--- config.mk ---
export PLATFORM = sky130hd
export DESIGN_NAME = gyro_heading_integrator_failsafe_core
export DESIGN_NICKNAME = d
export VERILOG_FILES = /design/src/sv/ghif_pkg.sv /design/src/sv/gyro_heading_integrator_failsafe_core.sv
export SDC_FILE = /design/constraint.sdc
export NUM_CORES = 2
export LEC_CHECK = 0
export BUFFER_PORTS_ARGS = -buffer_cell sky130_fd_sc_hd__buf_2
export CORE_ASPECT_RATIO = 0.7
export CORE_MARGIN = 2
export CORE_UTILIZATION = 40
export CTS_BUF_LIST = sky130_fd_sc_hd__clkbuf_16
export DETAILED_ROUTE_END_ITERATION = 8
export GPL_TIMING_DRIVEN = 0
export PLACE_DENSITY = 0.64
export SYNTH_ARGS = -nofsm -noshare
export SYNTH_HDL_FRONTEND = slang
export SYNTH_SLANG_ARGS = --single-unit
--- constraint.sdc ---
create_clock -name aclk -period 10 [get_ports aclk]
set_input_delay 1.5 -clock aclk [delete_from_list [all_inputs] [get_ports aclk]]
set_output_delay 1.5 -clock aclk [all_outputs]
set_load 0.01 [all_outputs]
--- src/sv/ghif_pkg.sv ---
// Shared types and constants for the gyro heading integrator with failsafe monitors.
// Used by gyro_heading_integrator_failsafe_core; depends on nothing else.
package ghif_pkg;

    // Field widths of one item and one result.
    localparam int unsigned OP_W      = 3;
    localparam int unsigned AXIS_W    = 16;
    localparam int unsigned ELAPSED_W = 16;
    localparam int unsigned HOFS_W    = 41;
    localparam int unsigned RATE_W    = 17;
    localparam int unsigned ACC_W     = 64;
    localparam int unsigned LIMIT16_W = 16;
    localparam int unsigned ANGLIM_W  = 40;
    localparam int unsigned PRODUCT_W = RATE_W + ELAPSED_W + 1;

    // Stream packing.
    localparam int unsigned S_TDATA_W = 112;
    localparam int unsigned S_TUSER_W = OP_W;
    localparam int unsigned M_TDATA_W = 104;

    // Configuration port.
    localparam int unsigned APB_ADDR_W = 5;
    localparam int unsigned APB_DATA_W = 64;

    // Register values after reset.
    localparam logic [LIMIT16_W-1:0] RATE_LIMIT_RST  = 16'h8000;
    localparam logic [ANGLIM_W-1:0]  ANGLE_LIMIT_RST = 40'hFF_FFFF_FFFF;
    localparam logic [LIMIT16_W-1:0] ACCEL_LIMIT_RST = 16'h8000;

    // Item operations carried in tuser.
    typedef enum logic [OP_W-1:0] {
        OP_SAMPLE        = 3'd0,
        OP_CLEAR_HEADING = 3'd1,
        OP_ADD_HEADING   = 3'd2,
        OP_CLEAR_FORWARD = 3'd3,
        OP_CLEAR_RADIAL  = 3'd4
    } op_t;

    // Configuration register indexes (byte address is eight times the index).
    typedef enum logic [1:0] {
        REG_GYRO_OFFSET = 2'd0,
        REG_RATE_LIMIT  = 2'd1,
        REG_ANGLE_LIMIT = 2'd2,
        REG_ACCEL_LIMIT = 2'd3
    } reg_idx_t;

endpackage

--- src/sv/gyro_heading_integrator_failsafe_core.sv ---
// Gyro heading integrator with over-rate angle, accel peak and accel limit monitors.
// An accepted item passes the input register, then the result register, which offers its result.
// One item per cycle if m_tready is high; critical path: 17x16 turn multiply, 64-bit subtract.
// The heading, flags and peaks are the state registers themselves, updated as the result loads.
// Reset (aresetn low, synchronous) clears all state and valid flags and loads register defaults.
// Depends on ghif_pkg.
module gyro_heading_integrator_failsafe_core (
    input  logic                                aclk,
    input  logic                                aresetn,
    // Input items
    input  logic                                s_tvalid,
    output logic                                s_tready,
    // tdata, low bit up: accel_radial[15:0], accel_forward[15:0], gyro_rate[15:0],
    // elapsed_us[15:0], heading_offset[40:0], seven zero bits
    input  logic [ghif_pkg::S_TDATA_W-1:0]      s_tdata,
    // tuser: operation[2:0]
    input  logic [ghif_pkg::S_TUSER_W-1:0]      s_tuser,
    // Result items
    output logic                                m_tvalid,
    input  logic                                m_tready,
    // tdata, low bit up: heading[63:0], over_rate, over_angle, over_accel,
    // peak_forward[15:0], peak_radial[15:0], five zero bits
    output logic [ghif_pkg::M_TDATA_W-1:0]      m_tdata,
    // Configuration port
    input  logic                                psel,
    input  logic                                penable,
    input  logic                                pwrite,
    input  logic [ghif_pkg::APB_ADDR_W-1:0]     paddr,
    input  logic [ghif_pkg::APB_DATA_W-1:0]     pwdata,
    output logic [ghif_pkg::APB_DATA_W-1:0]     prdata,
    output logic                                pready
);

    // Configuration registers
    logic [ghif_pkg::LIMIT16_W-1:0] gyro_offset_reg;
    logic [ghif_pkg::LIMIT16_W-1:0] rate_limit_reg;
    logic [ghif_pkg::ANGLIM_W-1:0]  angle_limit_reg;
    logic [ghif_pkg::LIMIT16_W-1:0] accel_limit_reg;

    // Input register
    logic                           in_valid_reg;
    logic [ghif_pkg::OP_W-1:0]      in_op_reg;
    logic [ghif_pkg::AXIS_W-1:0]    in_radial_reg;
    logic [ghif_pkg::AXIS_W-1:0]    in_forward_reg;
    logic [ghif_pkg::AXIS_W-1:0]    in_gyro_reg;
    logic [ghif_pkg::ELAPSED_W-1:0] in_elapsed_reg;
    logic [ghif_pkg::HOFS_W-1:0]    in_hofs_reg;

    // State registers, which also form the result register
    logic                           out_valid_reg;
    logic                           over_accel_reg;
    logic [ghif_pkg::ACC_W-1:0]     heading_acc_reg;
    logic [ghif_pkg::RATE_W-1:0]    prev_rate_reg;
    logic [ghif_pkg::ACC_W-1:0]     over_rate_angle_reg;
    logic                           over_rate_flag_reg;
    logic [ghif_pkg::AXIS_W-1:0]    forward_peak_reg;
    logic [ghif_pkg::AXIS_W-1:0]    radial_peak_reg;

    // Next values
    logic                           over_accel_next;
    logic [ghif_pkg::ACC_W-1:0]     heading_acc_next;
    logic [ghif_pkg::RATE_W-1:0]    prev_rate_next;
    logic [ghif_pkg::ACC_W-1:0]     over_rate_angle_next;
    logic                           over_rate_flag_next;
    logic [ghif_pkg::AXIS_W-1:0]    forward_peak_next;
    logic [ghif_pkg::AXIS_W-1:0]    radial_peak_next;

    // Datapath intermediates
    logic                           advance;
    logic                           cfg_write;
    logic [1:0]                     cfg_index;
    logic [ghif_pkg::AXIS_W-1:0]    radial_mag;
    logic [ghif_pkg::AXIS_W-1:0]    forward_mag;
    logic [ghif_pkg::RATE_W-1:0]    rate_mag;
    logic signed [ghif_pkg::PRODUCT_W-1:0] turn_prod;
    logic [ghif_pkg::ACC_W-1:0]     turn;
    logic [ghif_pkg::ACC_W-1:0]     angle_mag;
    logic                           over_angle;

    // Handshake: the input register refills whenever its item moves on.
    assign advance  = in_valid_reg && (!out_valid_reg || m_tready);
    assign s_tready = !in_valid_reg || advance;
    assign m_tvalid = out_valid_reg;

    // Configuration write and read decode.
    assign pready    = 1'b1;
    assign cfg_write = psel && penable && pwrite && pready;
    assign cfg_index = paddr[ghif_pkg::APB_ADDR_W-1:3];

    always_comb begin
        case (cfg_index)
            ghif_pkg::REG_GYRO_OFFSET: prdata = {48'd0, gyro_offset_reg};
            ghif_pkg::REG_RATE_LIMIT:  prdata = {48'd0, rate_limit_reg};
            ghif_pkg::REG_ANGLE_LIMIT: prdata = {24'd0, angle_limit_reg};
            ghif_pkg::REG_ACCEL_LIMIT: prdata = {48'd0, accel_limit_reg};
            default:                   prdata = '0;
        endcase
    end

    always_ff @(posedge aclk) begin
        if (!aresetn) begin
            gyro_offset_reg <= '0;
            rate_limit_reg  <= ghif_pkg::RATE_LIMIT_RST;
            angle_limit_reg <= ghif_pkg::ANGLE_LIMIT_RST;
            accel_limit_reg <= ghif_pkg::ACCEL_LIMIT_RST;
        end else if (cfg_write) begin
            case (cfg_index)
                ghif_pkg::REG_GYRO_OFFSET: gyro_offset_reg <= pwdata[15:0];
                ghif_pkg::REG_RATE_LIMIT:  rate_limit_reg  <= pwdata[15:0];
                ghif_pkg::REG_ANGLE_LIMIT: angle_limit_reg <= pwdata[39:0];
                ghif_pkg::REG_ACCEL_LIMIT: accel_limit_reg <= pwdata[15:0];
                default: ;
            endcase
        end
    end

    // Input register capture.
    always_ff @(posedge aclk) begin
        if (!aresetn) begin
            in_valid_reg <= 1'b0;
        end else if (s_tready) begin
            in_valid_reg <= s_tvalid;
        end
    end

    always_ff @(posedge aclk) begin
        if (s_tvalid && s_tready) begin
            in_op_reg      <= s_tuser;
            in_radial_reg  <= s_tdata[15:0];
            in_forward_reg <= s_tdata[31:16];
            in_gyro_reg    <= s_tdata[47:32];
            in_elapsed_reg <= s_tdata[63:48];
            in_hofs_reg    <= s_tdata[104:64];
        end
    end

    // Magnitudes of the accel axes and of the stored corrected rate.
    assign radial_mag  = in_radial_reg[15]  ? (16'd0 - in_radial_reg)  : in_radial_reg;
    assign forward_mag = in_forward_reg[15] ? (16'd0 - in_forward_reg) : in_forward_reg;
    assign rate_mag    = prev_rate_reg[16]  ? (17'd0 - prev_rate_reg)  : prev_rate_reg;

    // Turn during the elapsed interval, using the previous corrected rate.
    assign turn_prod = $signed(prev_rate_reg) * $signed({1'b0, in_elapsed_reg});
    assign turn      = {{(ghif_pkg::ACC_W-ghif_pkg::PRODUCT_W){turn_prod[ghif_pkg::PRODUCT_W-1]}},
                        turn_prod};

    // Next state for the item in the input register.
    always_comb begin
        over_accel_next      = 1'b0;
        heading_acc_next     = heading_acc_reg;
        prev_rate_next       = prev_rate_reg;
        over_rate_angle_next = over_rate_angle_reg;
        over_rate_flag_next  = over_rate_flag_reg;
        forward_peak_next    = forward_peak_reg;
        radial_peak_next     = radial_peak_reg;
        case (in_op_reg)
            ghif_pkg::OP_SAMPLE: begin
                over_accel_next = (radial_mag > accel_limit_reg) ||
                                  (forward_mag > accel_limit_reg);
                if (radial_mag > radial_peak_reg) begin
                    radial_peak_next = radial_mag;
                end
                if (forward_mag > forward_peak_reg) begin
                    forward_peak_next = forward_mag;
                end
                heading_acc_next = heading_acc_reg - turn;
                if (rate_mag > {1'b0, rate_limit_reg}) begin
                    over_rate_flag_next  = 1'b1;
                    over_rate_angle_next = over_rate_angle_reg - turn;
                end else begin
                    over_rate_flag_next  = 1'b0;
                    over_rate_angle_next = '0;
                end
                prev_rate_next = {in_gyro_reg[15], in_gyro_reg} -
                                 {gyro_offset_reg[15], gyro_offset_reg};
            end
            ghif_pkg::OP_CLEAR_HEADING: begin
                heading_acc_next = '0;
            end
            ghif_pkg::OP_ADD_HEADING: begin
                heading_acc_next = heading_acc_reg +
                    {{(ghif_pkg::ACC_W-ghif_pkg::HOFS_W){in_hofs_reg[ghif_pkg::HOFS_W-1]}},
                     in_hofs_reg};
            end
            ghif_pkg::OP_CLEAR_FORWARD: begin
                forward_peak_next = '0;
            end
            ghif_pkg::OP_CLEAR_RADIAL: begin
                radial_peak_next = '0;
            end
            default: ;
        endcase
    end

    // State and result register: loads exactly when an item leaves the input register.
    always_ff @(posedge aclk) begin
        if (!aresetn) begin
            out_valid_reg       <= 1'b0;
            over_accel_reg      <= 1'b0;
            heading_acc_reg     <= '0;
            prev_rate_reg       <= '0;
            over_rate_angle_reg <= '0;
            over_rate_flag_reg  <= 1'b0;
            forward_peak_reg    <= '0;
            radial_peak_reg     <= '0;
        end else begin
            if (advance) begin
                out_valid_reg       <= 1'b1;
                over_accel_reg      <= over_accel_next;
                heading_acc_reg     <= heading_acc_next;
                prev_rate_reg       <= prev_rate_next;
                over_rate_angle_reg <= over_rate_angle_next;
                over_rate_flag_reg  <= over_rate_flag_next;
                forward_peak_reg    <= forward_peak_next;
                radial_peak_reg     <= radial_peak_next;
            end else if (m_tready) begin
                out_valid_reg <= 1'b0;
            end
        end
    end

    // The angle flag follows the stored angle, which always matches the offered result.
    assign angle_mag  = over_rate_angle_reg[63] ? (64'd0 - over_rate_angle_reg)
                                                : over_rate_angle_reg;
    assign over_angle = angle_mag > {24'd0, angle_limit_reg};

    assign m_tdata = {5'd0, radial_peak_reg, forward_peak_reg, over_accel_reg,
                      over_angle, over_rate_flag_reg, heading_acc_reg};

    // The offered result must not change under it while it waits.
    assert property (@(posedge aclk) disable iff (!aresetn)
        out_valid_reg && !m_tready |=> $stable(heading_acc_reg) && $stable(over_rate_angle_reg))
        else $error("state changed while a result was stalled");

    // A cleared over-rate flag always comes with a zero accumulated angle.
    assert property (@(posedge aclk) disable iff (!aresetn)
        !over_rate_flag_reg |-> over_rate_angle_reg == '0)
        else $error("over-rate angle nonzero with flag clear");

    // Only a sample item can raise the accel flag.
    assert property (@(posedge aclk) disable iff (!aresetn)
        advance && in_op_reg != ghif_pkg::OP_SAMPLE |=> !over_accel_reg)
        else $error("accel flag raised by a non-sample item");

    // Backpressure reaches the input only when the input register holds an item.
    assert property (@(posedge aclk) disable iff (!aresetn)
        !s_tready |-> in_valid_reg && out_valid_reg)
        else $error("input stalled with room to accept");

endmodule
==> impl_metrics.env <==
export IMPL_grt_total_usage=0.250
export IMPL_peakVddDrop_mv=0.122
export IMPL_cts_max_level=2
export IMPL_die_area_um2=98800
export IMPL_ant_nets=0
export IMPL_synthFlopType="dfxtp_1"
export IMPL_p_per_area_nw_per_um2=125
export IMPL_crit_fanout=9
export IMPL_hold_violations=0
export IMPL_drt_iter0_drc=2999
export IMPL_finish_instance_area_um2=45500
export IMPL_r2r_cells=38
export IMPL_antenna_found_initial=10
export IMPL_vias=34029
export IMPL_criticalPathCategory="reg2reg"
export IMPL_skew_ns=0.0325
export IMPL_via_per_inst=5.46
export IMPL_seq_area_um2=8670
export IMPL_io_buffer_count=296
export IMPL_num_rows=95
export IMPL_hold_ws_ns=0.482
export IMPL_multiInputGateArea_um2=28100
export IMPL_synth_edf_count=108
export IMPL_hold_buffers=0
export IMPL_clock_sinks=377
export IMPL_numCtsBuffers=45
export IMPL_clock_root_buffer="clkbuf_16"
export IMPL_yosysWarnings=0
export IMPL_layout_drive_gt1_share=0.163
export IMPL_post_place_ws_ns=-2.17
export IMPL_crit_path_max_incr_delay_ns=0.55
export IMPL_die_w_um=375
export IMPL_netlist_area_um2=38500
export IMPL_grt_pass1_wl_um=193000
export IMPL_dp_hpwl_um=100000
export IMPL_initial_core_util=0.402
export IMPL_arrival_ns=10.44
export IMPL_grt_pass1_vias=32086
export IMPL_firstDrtPassIters=5
export IMPL_setup_viol=0
export IMPL_crit_top_cell="fa_1"
export IMPL_wl_met1_um=60600
export IMPL_async_flop_share=0
export IMPL_nFillCells=9137
export IMPL_status="finished, final reports clean"
export IMPL_report_final_slew_viol_count=0
export IMPL_drt_wirelength_per_cell_um=20.5
export IMPL_grt_remaining_overflow=0
export IMPL_grt_setup_unrepaired="yes"
export IMPL_wl_met2_um=52200
export IMPL_cts_tree="done"
export IMPL_cp_end_kind="flip-flop"
export IMPL_routed_wl_um=127000
export IMPL_gp_congestion=0.945
export IMPL_syn_inst=4486
export IMPL_slew_headroom=0.101
export IMPL_top_layer_used="met4"
export IMPL_hold_class="reg2reg"
export IMPL_total_power_mw=5.68
export IMPL_area_growth_synth_to_final_pct=18.1
export IMPL_cap_violations=0
export IMPL_num_io_pins=362
export IMPL_crit_slowest_cell="edfxtp_1"
export IMPL_cp_start_kind="flip-flop"
export IMPL_fin_nets=5749
export IMPL_p_leak_nw=21.1
export IMPL_core_area_um2=95700
export IMPL_ys_ff_latch=377
export IMPL_ys_seq_area_frac=0.224
export IMPL_clk_latency_ns=0.62
export IMPL_hold_depth=2
export IMPL_setup_slack_ns=0.0555
export IMPL_syn_avg_cell_area_um2=8.58
export IMPL_fmax_mhz=101
export IMPL_clk_pin_slew_ns=0.07
export IMPL_worst_pin_slew_ns=1.35
export IMPL_period_share=0.994
export IMPL_grt_max_degree=57
export IMPL_ys_types=97
export IMPL_crit_required_ns=10.50
export IMPL_met3WireLength_um=10800
export IMPL_fin_crit_ns=9.94
export IMPL_drc=0
export IMPL_cts_max_path_buffers=3
export IMPL_place_area_um2=41700
export IMPL_dieHeight_um=264
## cells by family (layout without fill, tap and decap cells)
group / Yosys count / after routing / share of synthesized area
AOI/OAI and AO/OA: 1085 / 1085 / 0.190
adders and majority gates: 637 / 637 / 0.262
buffers and inverters: 808 / 1251 / 0.0823
muxes: 19 / 19 / 0.0101
DFF: 377 / 377 / 0.224
and+or+nand+nor: 1292 / 1292 / 0.171
xor gates and xnor gates: 266 / 266 / 0.0605
other: 2 / 42 / 0.000195
## cell type report
| type | instances | area share |
|---|---|---|
| timing repair buffer | 401 | 0.0524 |
| clock buffer | 46 | 0.0253 |
| timing repair inverter | 1 | 0.000165 |
| buffer | 206 | 0.0244 |
| clock inverter | 37 | 0.00748 |
| inverter | 560 | 0.0463 |
| tap | 1261 | 0.0347 |
| antenna | 12 | 0.000660 |
| sequential | 377 | 0.191 |
| multi-input combinational | 3329 | 0.618 |
## cells in the mapped netlist (all sizes together) (61+ instances only)
library cell / count / area share
xnor2: 197 / 0.045
clkbuf: 203 / 0.020
nor2: 133 / 0.013
inv: 560 / 0.055
nand4: 68 / 0.011
fa: 282 / 0.15
a22oi: 85 / 0.017
a21o: 136 / 0.027
nor2b: 147 / 0.024
dfxtp: 269 / 0.14
ha: 355 / 0.12
o21ai: 184 / 0.024
edfxtp: 108 / 0.084
a21oi: 246 / 0.032
and2: 159 / 0.026
a21boi: 61 / 0.012
xor2: 69 / 0.016
nand2: 501 / 0.049
## metal layers
metal,GRT usage,vias up
li1,-,16235
met1,0.376,16364
met2,0.354,1242
met3,0.0553,188
met4,0.0691,0
met5,0,-
## report_power, final
part | total (mW) | internal [mW] | switching (mW)
combinational | 2.28 | 0.931 | 1.35
clock | 1.74 | 0.990 | 0.746
sequential | 1.67 | 1.62 | 0.0484
total | 5.68 | 3.54 | 2.14
## through the flow
stage / util / instances / TNS (ns)
after floorplan: - / 4514 / 0
after global placement: 0.436 / 6071 / -81.90
after detailed placement: 0.436 / 6073 / -81.12
after CTS: 0.461 / 6172 / 0
after global routing: 0.475 / 6227 / -1.04
final: 0.475 / 6230 / 0
## cell usage in the layout (no fill, tap or decap), types with 31 or more instances in the layout
cell,instances
a21boi_0,61
a21o_1,135
a21oi_1,217
a22o_1,47
a22oi_1,85
and2_1,154
buf_2,300
buf_4,130
clkbuf_1,129
clkbuf_16,48
dfxtp_1,253
edfxtp_1,108
fa_1,261
ha_1,322
inv_1,552
nand2_1,492
nand2b_1,44
nand3_1,43
nand4_1,68
nor2_1,127
nor2b_1,147
nor3_1,37
o211ai_1,60
o21ai_0,161
o21bai_1,33
o31ai_1,31
xnor2_1,185
xor2_1,66
## critical path: cells and delay by family (launching register included)
family                   cells  cell delay, ns
adder cells (fa/ha/maj)      8            3.29
flip-flops                   1            0.55
buffers and inverters        6            0.86
XOR/XNOR                     2            0.39
AND/OR/NAND/NOR             10            2.48
AO/OA/AOI/OAI               12            2.27
## path summary, 6_finish.rpt
check	from	to	slack, ns
worst max-delay path	in_elapsed_reg[7]	heading_acc_reg[56]	0.06
worst min-delay path	heading_acc_reg[59]	heading_acc_reg[59]	0.48
worst max register to register	in_elapsed_reg[7]	heading_acc_reg[56]	0.06
worst min register to register	heading_acc_reg[59]	heading_acc_reg[59]	0.48
## repair_timing
item,4_1_cts,5_1_grt
pin swaps,33,127
gates resized for setup,184,233
endpoints found under the setup margin,70,41
gates cloned,1,3
setup buffers,42,58
No activity file was read; power rests on OpenSTA's default activity.
